==> src/rtl/kalman_filter_const_velocity_core_macros.svh <==
// Assertion macros shared by the RTL.
// KF_ASSERT expects clk and rst_n in scope, KF_ASSERT_RST only clk.
`ifndef KALMAN_FILTER_CONST_VELOCITY_CORE_MACROS_SVH
`define KALMAN_FILTER_CONST_VELOCITY_CORE_MACROS_SVH
`ifndef NO_ASSERTIONS
`define KF_ASSERT(lbl, prop, msg) \
  lbl: assert property (@(posedge clk) disable iff (!rst_n) prop) else $error(msg);
`define KF_ASSERT_RST(lbl, prop, msg) \
  lbl: assert property (@(posedge clk) prop) else $error(msg);
`else
`define KF_ASSERT(lbl, prop, msg)
`define KF_ASSERT_RST(lbl, prop, msg)
`endif
`endif

==> src/rtl/kfcv_pkg.sv <==
package kfcv_pkg;
  localparam int W   = 32;          // estimate / covariance word
  localparam int CFB = 28;          // covariance fraction bits
  localparam int EW  = W + 1;       // multiplier operand width
  localparam int PW  = 2 * EW;      // full product width
  localparam int RW  = PW - CFB;    // rounded product width
  localparam int NW  = W + CFB;     // dividend magnitude width
  localparam int CW  = $clog2(NW);  // divider step counter
  localparam int RGW = W - 1;       // config register width

  localparam logic signed [W-1:0] COV_ONE = W'(64'd1 << CFB);
  localparam logic [RGW-1:0] Q_RESET = RGW'(26844);
  localparam logic [RGW-1:0] R_RESET = RGW'(64'd1 << CFB);

  typedef enum logic [1:0] {
    REG_Q_POS  = 2'd0,
    REG_Q_VEL  = 2'd1,
    REG_R_MEAS = 2'd2
  } cfg_reg_t;

  // divider result word
  typedef struct packed {
    logic                done;
    logic signed [W-1:0] quot;
  } div_res_t;

  // clamp to the signed word range
  function automatic logic signed [W-1:0] sat_w(input logic signed [71:0] v);
    logic signed [71:0] hi;
    logic signed [71:0] lo;
    hi = (72'sd1 <<< (W - 1)) - 72'sd1;
    lo = -hi - 72'sd1;
    if (v > hi) return hi[W-1:0];
    else if (v < lo) return lo[W-1:0];
    else return v[W-1:0];
  endfunction
endpackage

==> src/rtl/kfcv_mul.sv <==
// Shared multiplier: registered product, rounded half up
module kfcv_mul import kfcv_pkg::*; (
  input  logic                 clk,
  input  logic signed [EW-1:0] a,
  input  logic signed [EW-1:0] b,
  output logic signed [RW-1:0] rnd
);
  logic signed [PW-1:0] prod_r;
  logic signed [PW-1:0] biased;

  always_ff @(posedge clk) begin
    prod_r <= a * b;
  end

  assign biased = prod_r + (PW'(1) <<< (CFB - 1));
  assign rnd    = biased[PW-1:CFB];
endmodule

==> config.mk <==
export PLATFORM = sky130hd
export DESIGN_NAME = kfcv_mul
export DESIGN_NICKNAME = d
export VERILOG_FILES = /design/src/rtl/kalman_filter_const_velocity_core_macros.svh /design/src/rtl/kfcv_pkg.sv /design/src/rtl/kfcv_mul.sv
export SDC_FILE = /design/constraint.sdc
export NUM_CORES = 2
export LEC_CHECK = 0
export BUFFER_PORTS_ARGS = -buffer_cell sky130_fd_sc_hd__buf_2
export CAP_MARGIN = 30
export CORE_ASPECT_RATIO = 1.75
export CORE_UTILIZATION = 50
export DETAILED_ROUTE_END_ITERATION = 8
export PLACE_DENSITY = 0.7
export SYNTH_ARGS = -nofsm -noshare
export SYNTH_HDL_FRONTEND = slang
export SYNTH_SLANG_ARGS = --single-unit
export TNS_END_PERCENT = 30
==> constraint.sdc <==
create_clock -name clk -period 9.1 [get_ports clk]
set_clock_uncertainty 0.15 [all_clocks]
set_input_delay 1.365 -clock clk [delete_from_list [all_inputs] [get_ports clk]]
set_output_delay 1.365 -clock clk [all_outputs]
set_load 0.02 [all_outputs]
# [Word level (Yosys, flattened, before mapping)]
# Cells that the tools add are included.
[classes] add_sub_neg=1 mul=1
[ops] cell="$add A66 B29 Y66 const B" count=1
[ops] cell="$mul A33 B33 Y66" count=1
[totals] register_bits=66 elab_cells=3 in_bits=67 out_inout_bits=38

# [Logic depth before layout (Yosys ltp)]
[logic_depth] ltp_word=1 depth_mapped=30

# [Worst setup path after synthesis]
# OpenSTA, ideal clock, no wires.
[synth_path] path_kind="input-to-reg" startpoint="in a[32]" endpoint="reg prod_r[64]" cell_stages=24 required_ns=8.878 setup_time_ns=0.072 arrival_ns=8.830 setup_slack_ns=0.048 cell_sequence="clkbuf_1 > nand2_1 > inv_1 > fa_1 > fa_1 > fa_1 > inv_1 > fa_1 > inv_1 > fa_1 > fa_1 > fa_1 > fa_1 > ha_1 > and2_1 > nand2_1 > or3_1 > nor2_1 > nand2_1 > o211ai_1 > a31oi_2 > o31a_1 > o21bai_2 > xor2_1"
[synth_between] elab_chain_cells=1
[synth_lines] element="from (decl)" line_no="kfcv_mul.sv:4" text="input logic signed [EW-1:0] a,"
[synth_lines] element="$mul A33 B33 Y66" line_no="kfcv_mul.sv:12" text="prod_r <= a * b;"
[synth_lines] element="to (signal assigned)" line_no="kfcv_mul.sv:12"
[synth_lines] element="to (decl)" line_no="kfcv_mul.sv:8" text="logic signed [PW-1:0] prod_r;"
# No other way between the ends.

# [Final worst setup path]
[layout_path] startpoint="in a[28]" endpoint="reg prod_r[64]"
# The elaborated chain is that of the path after synthesis.

==> metrics.md <==
| Metric | Value |
|---|---|
| Primary flip-flop cell chosen by synthesis mapping | `dfxtp_1` |
| Placed cell count | `5369` |
| Max transition margin | `60.5%` |
| CP Capture Type | `flip-flop` |
| Detailed-placement wirelength estimate | `106000 µm` |
| Antenna violations before repair | `11` |
| Post-route DRC violation count | `0` |
| Max-slew violation count | `0` |
| Maximum operating frequency | `114 MHz` |
| Distinct cell type count of the synthesized netlist | `72` |
| Sequential share of the synthesized area | `1.96%` |
| Wirelength per Cell | `22.4 µm` |
| Effective utilization at floorplan | `50.6%` |
| Run status | `finished, final reports clean` |
| Router iterations before antenna repair | `5` |
| Horizontal die dimension | `215 µm` |
| Weighted congestion at the end of routability-driven global placement | `0.954` |
| Max Used Layer | `met5` |
| Share of final-layout standard cells stronger than drive strength 1 | `7.12%` |
| Unrepaired setup endpoints after global routing | `false` |
| Top-Level Pins | `105` |
| Synthesized net count | `5689` |
| # resized after CTS | `0` |
| Wire length on met2 | `62500 µm` |
| Final antenna-violating net count | `0` |
| Slowest stage delay, CP | `920 ps` |
| Critical Path RT | `9150 ps` |
| Wire length of the first global-routing pass | `190000 µm` |
| Vertical extent of the die | `375 µm` |
| Inserted Clock Buffers | `5` |
| Biggest registers after layout | `prod_r (39)` |
| FFs w/ async S/R, synth | `0%` |
| Number of flip-flops under the largest register name | `39` |
| Clock-pin slew on the worst setup and hold paths | `60 ps` |
| FP Rows | `136` |
| # setup viols final | `0` |
| Largest register by flop count | `prod_r` |
| Reported max-cap violation count | `0` |
| Number of global-route vias before repair | `34200` |
| Final worst path period need | `8780 ps` |
| Detailed-route wire length | `120000 µm` |
| Cell Area, Synth | `39700 µm²` |
| CP arrival | `8830 ps` |
| Warning count from the yosys run | `0` |
| Number of failing hold endpoints at the final stage | `0` |
| Synthesis-to-layout area growth | `6.83%` |
| Critical setup path kind | `primary input to flip-flop` |
| Clock Tree Root | `clkbuf_16` |
| Slowest CP cell | `fa_1` |
| Mean instance size in the synthesized netlist | `9.32 µm²` |
| Remaining Overflow, GRT | `0` |
| DRC violation total after the first TritonRoute iteration | `1381` |
| Final setup TNS | `0 ps` |
| Depth of the CTS H-tree | `2` |
| IO buf count | `104` |
| Buffering stage count on the worst path with inverters included | `7` |
| Actual transition at the worst max-transition pin | `592 ps` |
| Post-layout net count | `5765` |
| WHS | `2070 ps` |
| Most common library cell in the layout ignoring fill and taps | `fa_1` |
| Global-route total usage across every layer | `32.0%` |
| Clock tree from TritonCTS | `yes` |
| Count of placed standard cells in the final layout, fillers left out | `5384` |
| Number of clock sinks seen by CTS | `39` |
| Via total after detailed routing | `29100` |
| Pin count of the biggest net entering global routing | `29` |
| Postcts setup bufs | `0` |
| Commonest non-fill, non-tap cells in the layout | `fa_1 (1142), inv_1 (1102), and2_1 (561), nand2_1 (551), ha_1 (213)` |
| Kind of start point of the critical path | `primary input` |
| Detailed-route wire length on metal 1 | `33000 µm` |
| Worst-case clock buffer depth | `2` |
| Number of vias per cell | `5.40` |
| Cell with the most instances on the worst path | `fa_1` |
| Die Area | `80700 µm²` |
| Number of synthesized flops with an enable pin | `0` |
| Number of cells on the critical path | `26` |
| Synthesized instance count | `4265` |
| Maximum fanout encountered on the critical timing path | `27` |
| Min-Delay Path Depth | `2` |
| Placeable core region | `78600 µm²` |
| Number of hold buffers added after CTS | `0` |
| Min-delay worst type | `flip-flop to output port` |
| Cell family with most CP delay | `adder cells` |
| Flop and latch count out of synthesis | `39` |
| Met3 wire length | `6170 µm` |
| Fraction of the cycle the final worst path needs | `96.5%` |
kinds of logic after synthesis:
kind of cell / after synthesis / share of synthesized area (%)
fa+ha+maj: 1357 / 64.3
buf+inv: 1313 / 12.4
simple gates: 1294 / 16.4
compound gates: 170 / 2.86
xor+xnor: 92 / 2.03
flops: 39 / 1.96
metrics by stage:
step	utilization [%]	area (µm²)	setup slack, ps
2_1_floorplan	-	39700	48.3
3_3_place_gp	53.8	42300	103
3_5_place_dp	53.8	42300	47.8
4_1_cts	53.9	42400	327
5_1_grt	54.0	42400	14.5
6_report	54.0	42500	315
path summary, 6_finish.rpt:
check | start | to | slack, ps
setup / recovery | a[28] | prod_r[64] | 320
hold / removal | prod_r[37] | rnd[9] | 2070
metal layers:
metal,up-vias,track usage [%]
met5,-,0
met4,4,38.4
met3,666,5.17
met2,1115,57.5
met1,15000,27.6
li1,12200,-
synth_stat cells, types with 2 or more instances:
master	n	area share, %
a211o_1	3	0.066
a211oi_2	2	0.063
a21o_1	20	0.38
a21oi_1	60	0.76
a221oi_1	2	0.044
a31o_2	2	0.044
a31oi_1	6	0.094
and2_1	561	8.8
and3_1	7	0.11
and4_1	5	0.11
buf_1	3	0.028
buf_2	2	0.025
clkbuf_1	203	1.9
clkbuf_2	2	0.025
dfxtp_1	39	2.0
fa_1	1144	58
ha_1	213	6.7
inv_1	1102	10
nand2_1	551	5.2
nand2b_1	13	0.20
nand3_1	27	0.34
nand4_1	17	0.27
nor2_1	75	0.71
nor2b_1	11	0.17
nor3_1	11	0.14
o211a_1	2	0.050
o211ai_1	4	0.076
o21a_1	4	0.076
o21ai_0	29	0.37
o21ai_1	2	0.025
o21bai_1	8	0.15
o31a_1	2	0.044
or3_1	3	0.047
or4_1	2	0.038
xnor2_1	65	1.4
xor2_1	27	0.60
area by class of cell:
type,count,area [µm²]
diodes,8,20.0
clock buffers,6,139
clock inverters,1,5.00
fillers,7132,36200
inverters,1103,4140
multi-input cells,2913,34000
flip-flops and latches,39,781
well taps,1035,1290
repair buffers,279,2040
worst min-delay path, stage by stage, from the launching register on:
cell and delay (ps):
dfxtp_1 340, xnor2_1 70, buf_2 150
Power is not shown: default switching activity piles up to over one toggle a cycle in this logic, so the estimate is an artifact.
