**src/rtl/kalman_filter_const_velocity_core_macros.svh**
```systemverilog
// Assertion macros shared by the RTL.
// KF_ASSERT expects clk and rst_n in scope, KF_ASSERT_RST only clk.
`ifndef KALMAN_FILTER_CONST_VELOCITY_CORE_MACROS_SVH
`define KALMAN_FILTER_CONST_VELOCITY_CORE_MACROS_SVH
`ifndef NO_ASSERTIONS
`define KF_ASSERT(lbl, prop, msg) \
  lbl: assert property (@(posedge clk) disable iff (!rst_n) prop) else $error(msg);
`define KF_ASSERT_RST(lbl, prop, msg) \
  lbl: assert property (@(posedge clk) prop) else $error(msg);
`else
`define KF_ASSERT(lbl, prop, msg)
`define KF_ASSERT_RST(lbl, prop, msg)
`endif
`endif

```
**src/rtl/kfcv_pkg.sv**
```systemverilog
package kfcv_pkg;
  localparam int W   = 32;          // estimate / covariance word
  localparam int CFB = 28;          // covariance fraction bits
  localparam int EW  = W + 1;       // multiplier operand width
  localparam int PW  = 2 * EW;      // full product width
  localparam int RW  = PW - CFB;    // rounded product width
  localparam int NW  = W + CFB;     // dividend magnitude width
  localparam int CW  = $clog2(NW);  // divider step counter
  localparam int RGW = W - 1;       // config register width

  localparam logic signed [W-1:0] COV_ONE = W'(64'd1 << CFB);
  localparam logic [RGW-1:0] Q_RESET = RGW'(26844);
  localparam logic [RGW-1:0] R_RESET = RGW'(64'd1 << CFB);

  typedef enum logic [1:0] {
    REG_Q_POS  = 2'd0,
    REG_Q_VEL  = 2'd1,
    REG_R_MEAS = 2'd2
  } cfg_reg_t;

  // divider result word
  typedef struct packed {
    logic                done;
    logic signed [W-1:0] quot;
  } div_res_t;

  // clamp to the signed word range
  function automatic logic signed [W-1:0] sat_w(input logic signed [71:0] v);
    logic signed [71:0] hi;
    logic signed [71:0] lo;
    hi = (72'sd1 <<< (W - 1)) - 72'sd1;
    lo = -hi - 72'sd1;
    if (v > hi) return hi[W-1:0];
    else if (v < lo) return lo[W-1:0];
    else return v[W-1:0];
  endfunction
endpackage

```
**src/rtl/kfcv_div.sv**
```systemverilog
// Restoring signed divider, one quotient bit a cycle, saturated result
module kfcv_div import kfcv_pkg::*; (
  input  logic                clk,
  input  logic                rst_n,
  input  logic                start,
  input  logic signed [NW:0]  num,
  input  logic signed [W+1:0] den,
  output div_res_t            res
);
  logic            busy_r;
  logic            fin_r;
  logic [CW-1:0]   cnt_r;
  logic [NW-1:0]   nmag_r;
  logic [W:0]      dmag_r;
  logic [W:0]      rem_r;
  logic [NW-1:0]   quo_r;
  logic            neg_r;
  div_res_t        res_r;

  logic [W+1:0]    shifted;
  logic [W+1:0]    diff;
  logic            qbit;
  logic signed [NW:0]  num_abs;
  logic signed [W+1:0] den_abs;
  logic signed [NW:0]  q_signed;

  assign num_abs  = num[NW] ? -num : num;
  assign den_abs  = den[W+1] ? -den : den;
  assign shifted  = {rem_r, nmag_r[NW-1]};
  assign diff     = shifted - {1'b0, dmag_r};
  assign qbit     = (shifted >= {1'b0, dmag_r});
  assign q_signed = neg_r ? -$signed({1'b0, quo_r}) : $signed({1'b0, quo_r});
  assign res      = res_r;

  always_ff @(posedge clk) begin
    if (!rst_n) begin
      busy_r     <= 1'b0;
      fin_r      <= 1'b0;
      res_r.done <= 1'b0;
    end else begin
      res_r.done <= 1'b0;
      fin_r      <= 1'b0;
      if (start) begin
        busy_r <= 1'b1;
        cnt_r  <= CW'(NW - 1);
        nmag_r <= num_abs[NW-1:0];
        dmag_r <= den_abs[W:0];
        rem_r  <= '0;
        neg_r  <= num[NW] ^ den[W+1];
      end else if (busy_r) begin
        // one restoring step
        rem_r  <= qbit ? diff[W:0] : shifted[W:0];
        quo_r  <= {quo_r[NW-2:0], qbit};
        nmag_r <= {nmag_r[NW-2:0], 1'b0};
        cnt_r  <= cnt_r - 1'b1;
        if (cnt_r == '0) begin
          busy_r <= 1'b0;
          fin_r  <= 1'b1;
        end
      end
      // sign fix and clamp
      if (fin_r) begin
        res_r.done <= 1'b1;
        res_r.quot <= sat_w(72'(q_signed));
      end
    end
  end
endmodule

```
**config.mk**
```make
export PLATFORM = sky130hd
export DESIGN_NAME = kfcv_div
export DESIGN_NICKNAME = d
export VERILOG_FILES = /design/src/rtl/kalman_filter_const_velocity_core_macros.svh /design/src/rtl/kfcv_pkg.sv /design/src/rtl/kfcv_div.sv
export SDC_FILE = /design/constraint.sdc
export NUM_CORES = 1
export LEC_CHECK = 0
export ABC_AREA = 1
export BUFFER_PORTS_ARGS = -buffer_cell sky130_fd_sc_hd__buf_2
export CAP_MARGIN = 40
export CORE_ASPECT_RATIO = 0.7
export CORE_UTILIZATION = 60
export DETAILED_ROUTE_END_ITERATION = 10
export PLACE_DENSITY = 0.77
export SLEW_MARGIN = 20
export SYNTH_ARGS = -nofsm -noshare
export SYNTH_HDL_FRONTEND = slang
export SYNTH_SLANG_ARGS = --single-unit
```
**constraint.sdc**
```tcl
create_clock -name clk -period 4 [get_ports clk]
set_input_delay 0.2 -clock clk [delete_from_list [all_inputs] [get_ports clk]]
set_output_delay 0.2 -clock clk [all_outputs]
set_load 0.02 [all_outputs]
```
# After elaboration in Yosys (flattened, before gate mapping)
# Cells that the tools add are included.
# W data, S select, Z words.
[totals] ff_bits=228 inputBits=98 out_inout_bits=33 elab_cells=44
[classes] n_addsub=5 n_lt_le_gt_ge=3 mux=15 bitwise_logic=4 n_reduce_logical=7
[ops] cell="$mux W60" n=3
[ops] cell="$mux W33" n=4
[ops] cell="$mux W32" n=2
[ops] cell="$gt A61 B32 Y1 const B" n=1
[ops] cell="$lt A61 B32 Y1 const B" n=1
[ops] cell="$mux W61" n=1
[ops] cell="$neg A60 Y61" n=1
[ops] cell="$neg A60 Y60" n=1
[ops] cell="$ge A34 B33 Y1" n=1
[ops] cell="$neg A33 Y33" n=1
[ops] cell="$sub A33 B33 Y33" n=1
[ops] cell="$logic_not A6 Y1" n=1
[ops] cell="$mux W6" n=1
[ops] cell="$reduce_and A2 Y1" n=3
[ops] cell="$sub A6 B1 Y6 const B" n=1
[ops] cell="$mux W1" n=4
[ops] cell="$not A1 Y1" n=3
[ops] cell="$reduce_and A3 Y1" n=1
[ops] cell="$reduce_or A3 Y1" n=1
[ops] cell="$reduce_bool A2 Y1" n=1
[ops] cell="$xor A1 B1 Y1" n=1

# Logic depth before layout (Yosys ltp)
[depth] word_depth=6 ltp_mapped=19 ltp_nobuf=18

# Worst setup path after synthesis
# OpenSTA, ideal clock, no wires.
[synth_path] kind="input-to-reg" startpoint="input port start" endpoint="register quo_r[0], enable pin" setup_ps=478 t_arrival_ps=3132 required_ps=3522 setup_slack_ps=390 stages=3 n_path_buf=2 path_cell_list="clkbuf_1 -> clkbuf_1 -> nor2_1"
[synth_via] elab_chain_cells=2
[synth_rtl] item="from (decl)" line_no="kfcv_div.sv:5" rtl="input logic start,"
[synth_rtl] item="$not A1 Y1 (no line)"
[synth_rtl] item="$reduce_and A3 Y1 (no line)"
[synth_rtl] item="to (signal assigned)" line_no="kfcv_div.sv:53" rtl="quo_r <= {quo_r[NW-2:0], qbit};"
[synth_rtl] item="to (decl)" line_no="kfcv_div.sv:16" rtl="logic [NW-1:0] quo_r;"
# No other way between the ends.
# A chain may end at the register's enable or synchronous reset.

# Final worst setup path
[layout_path] startpoint="register quo_r[37]" endpoint="register res_r (netlist bit res[28]) (data pin)"
[layout_via] elab_chain_cells=4 word_cells_on_any_way=5 cone_classes="add/sub: 1; order compare: 2; mux: 2"
[layout_rtl] item="$neg A60 Y61" line_no="kfcv_div.sv:32" rtl="assign q_signed = neg_r ? -$signed({1'b0, quo_r}) : $signed({1'b0, quo_r});"
[layout_rtl] item="$mux W61 (*)" line_no="kfcv_div.sv:32"
[layout_rtl] item="$lt A61 B32 Y1" line_no="kfcv_pkg.sv:34" rtl="else if (v < lo) return lo[W-1:0];"
[layout_rtl] item="$mux W32" line_no="kfcv_pkg.sv:34"
[layout_rtl] item="to (decl)" line_no="kfcv_div.sv:18" rtl="div_res_t res_r;"
# Mark *: on every way between the ends. The rest lies on a longest branch, timed or not.

==> impl_metrics.json <==
{
  "placementRows": 48,
  "fin_util_pct": 69.1,
  "clkSinkCount": 228,
  "final_common_cell": "nand2_1",
  "setup_violations": 0,
  "synth_cell_type_count": 43,
  "num_vias": 14000,
  "crit_required_ns": 4.37,
  "cts_setup_buffers": 0,
  "hp-start": "den[14]",
  "ys_ff_latch": 228,
  "hold_viol_final": 0,
  "antenna_found_initial": 2,
  "clkSlewWorstSetupHoldPaths_ns": 0.06,
  "viasPerCell": 5.78,
  "final_nets": 2222,
  "comb_power_share_pct": 21.6,
  "irDropWorstVdd_mv": 0.358,
  "instances_no_fill": 2428,
  "wl_mm": 42.6,
  "rsz0062_at_grt": "no",
  "crit_arrival_ns": 3.44,
  "numCtsBuffers": 24,
  "dp_slack_ns": 1.08,
  "initial_core_util_pct": 61.7,
  "dieWidth_um": 193,
  "reg2reg_to": "res[28]",
  "cts_tree": "done",
  "final_cell_mix": "nand2_1 (496), nor2_1 (304), edfxtp_1 (225), inv_1 (203), buf_2 (130)",
  "skew_ns": 0.0141,
  "cp-start-kind": "flip-flop",
  "syn_nets": 2098,
  "synth_area_sq_um": 15400,
  "ys.flop_type": "edfxtp_1",
  "hpwl_mm": 32.6,
  "layout-drive-gt1-share_pct": 11.0,
  "ctsRootBufferMaster": "clkbuf_16",
  "first_global_vias": 12600,
  "leakage_uw": 0.00716,
  "final_max_slew_viol_count": 0,
  "min_path_type": "input pin to flip-flop",
  "area_growth_pct": 12.0,
  "clk_latency_ns": 0.52,
  "finalSetupTns_ns": 0,
  "fill_cells": 2049,
  "powerDensity_nw_per_um2": 395,
  "initialDrtViolationCount": 1498,
  "fmax_mhz": 327,
  "design.die.area_sq_um": 26300,
  "maxCapViolations": 0,
  "wire_per_inst_um": 17.5,
  "num_io_pins": 131,
  "grt_max_degree": 74,
  "synth_edf_count": 225,
  "antenna_left": 0,
  "synth_area_leaders": "edfxtp_1 (44%), nand2_1 (12%), nor2_1 (7.4%), inv_1 (5.0%), xor2_1 (4.3%)",
  "period_share_pct": 76.6,
  "maxSlewHeadroom_pct": 48.1,
  "htreeDepth": 1,
  "drc": 7,
  "synthDominantCellAreaShare_pct": 43.9,
  "r2r_cells": 17,
  "async_flop_share_pct": 0,
  "grt_pass1_wl_mm": 67.0,
  "globalplace.congestion": 1.06,
  "syn_inst": 1961,
  "synth-seq-area-share_pct": 44.3,
  "fin_crit_ns": 3.06,
  "dpl.cell_count": 2379,
  "port_buffers": 130,
  "core_area_sq_um": 24900,
  "internal_power_uw": 4830,
  "hold_path_depth": 2,
  "status": "complete, but fails checks",
  "whs_endpoint": "dmag_r[14]",
  "setup_slack_ns": 0.937,
  "whs_ns": 0.0236,
  "clkPwrFrac_pct": 35.6,
  "failed_checks": "DRC",
  "p_sw_share_pct": 29.0,
  "crit_type": "flip-flop to flip-flop",
  "netSwitchingPower_uw": 1980,
  "fp.dieH_um": 136,
  "cp_max_fo": 31,
  "track_usage_pct": 32.2,
  "worstMarginPinSlew_ns": 0.779,
  "syn_area_per_cell_sq_um": 7.84,
  "end_kind": "flip-flop",
  "p_seq_share_pct": 42.9,
  "synth_area_leader_cell": "edfxtp_1",
  "r2r-start": "quo_r[37]",
  "yosysWarnings": 0,
  "grt-ovfl-total": 0,
  "cts_max_path_buffers": 3,
  "regToRegSetupSlack_ns": 0.94,
  "drtPass1Iterations": 11
}
[flip-flops by register name, summed over array words and instances, names as in the netlist]
name / flops
cnt_r: 6
dmag_r: 33
busy_r: 1
res: 33
quo_r: 60
neg_r: 1
nmag_r: 60
rem_r: 33
fin_r: 1
[worst max-delay path by stage]
stage	from	to	depth (start not counted)
after global routing	num[0]	nmag_r[36]	17
final	quo_r[37]	res[28]	17
after floorplan	start	quo_r[0]	3
after global placement	quo_r[4]	res[4]	17
after CTS	quo_r[0]	res[5]	18
after detailed placement	quo_r[0]	res[5]	18
[what timing repair did]
item                                   CTS  global route
hold buffers                             5             0
resized for setup                        0             0
endpoints found under the hold margin    5             0
[layer usage]
| metal | global-route usage (%) | share of wire (%) |
|---|---|---|
| met1 | 49.8 | 48 |
| met4 | 5.60 | 1.4 |
| met3 | 7.19 | 11 |
| met5 | 0 | 0 |
| met2 | 46.2 | 40 |
[per-stage QoR]
stage | power [uW] | area (sq um)
6_report | 6810 | 17200
3_3_place_gp | 4360 | 16300
3_5_place_dp | 4390 | 16300
2_1_floorplan | 3980 | 15400
4_1_cts | 6810 | 17200
5_1_grt | 7080 | 17200
[synth_stat cells, drive strengths merged, types with 17 or more instances]
| master | count |
|---|---|
| a21oi | 85 |
| a31oi | 29 |
| buf | 17 |
| clkbuf | 34 |
| edfxtp | 225 |
| ha | 38 |
| inv | 207 |
| nand2 | 507 |
| nand3 | 104 |
| nand4 | 34 |
| nor2 | 322 |
| nor3 | 26 |
| nor4 | 18 |
| o21ai | 124 |
| xnor2 | 55 |
| xor2 | 76 |
[cells by family after synthesis]
group,after synthesis,synth area share (%)
AND/OR/NAND/NOR,1036,28.7
adder cells (fa/ha/maj),39,3.22
buffers and inverters,259,6.75
flip-flops,228,44.3
AO/OA/AOI/OAI,268,9.54
XOR/XNOR,131,7.46
[power groups by stage]
stage	registers, uW	clock network [uW]	logic, uW
floorplan	2950	0	1030
global route	2930	2520	1630
finish	2920	2420	1470
CTS	2920	2450	1440
global placement	2960	0	1400
detailed placement	2970	0	1420
[critical path, cell delays in order (launching register included)]
cell and delay, ns:
edfxtp_1 0.50, nor2_1 0.21, nand2_1 0.09, nor2_1 0.25
nand2_1 0.16, nor2_1 0.12, nand2_1 0.17, nand2_1 0.10
nand2_1 0.06, nand2_1 0.11, nand2_1 0.07, nor2_1 0.10
nand2_1 0.08, nor2_1 0.12, nand2_1 0.07, nand2_2 0.44
nand2_1 0.12, nand2_1 0.11
[cell type report]
| class | instances | area (sq um) | area share (%) |
|---|---|---|---|
| inverters | 208 | 781 | 4.53 |
| clock buffers | 30 | 654 | 3.80 |
| multi-input cells | 1474 | 7540 | 43.8 |
| flip-flops and latches | 228 | 6820 | 39.6 |
| repair buffers | 149 | 831 | 4.82 |
| clock inverters | 13 | 199 | 1.15 |
| diodes | 1 | 2.50 | 0.0145 |
| well taps | 325 | 407 | 2.36 |
Note: power is estimated with default switching activity, not from simulation.
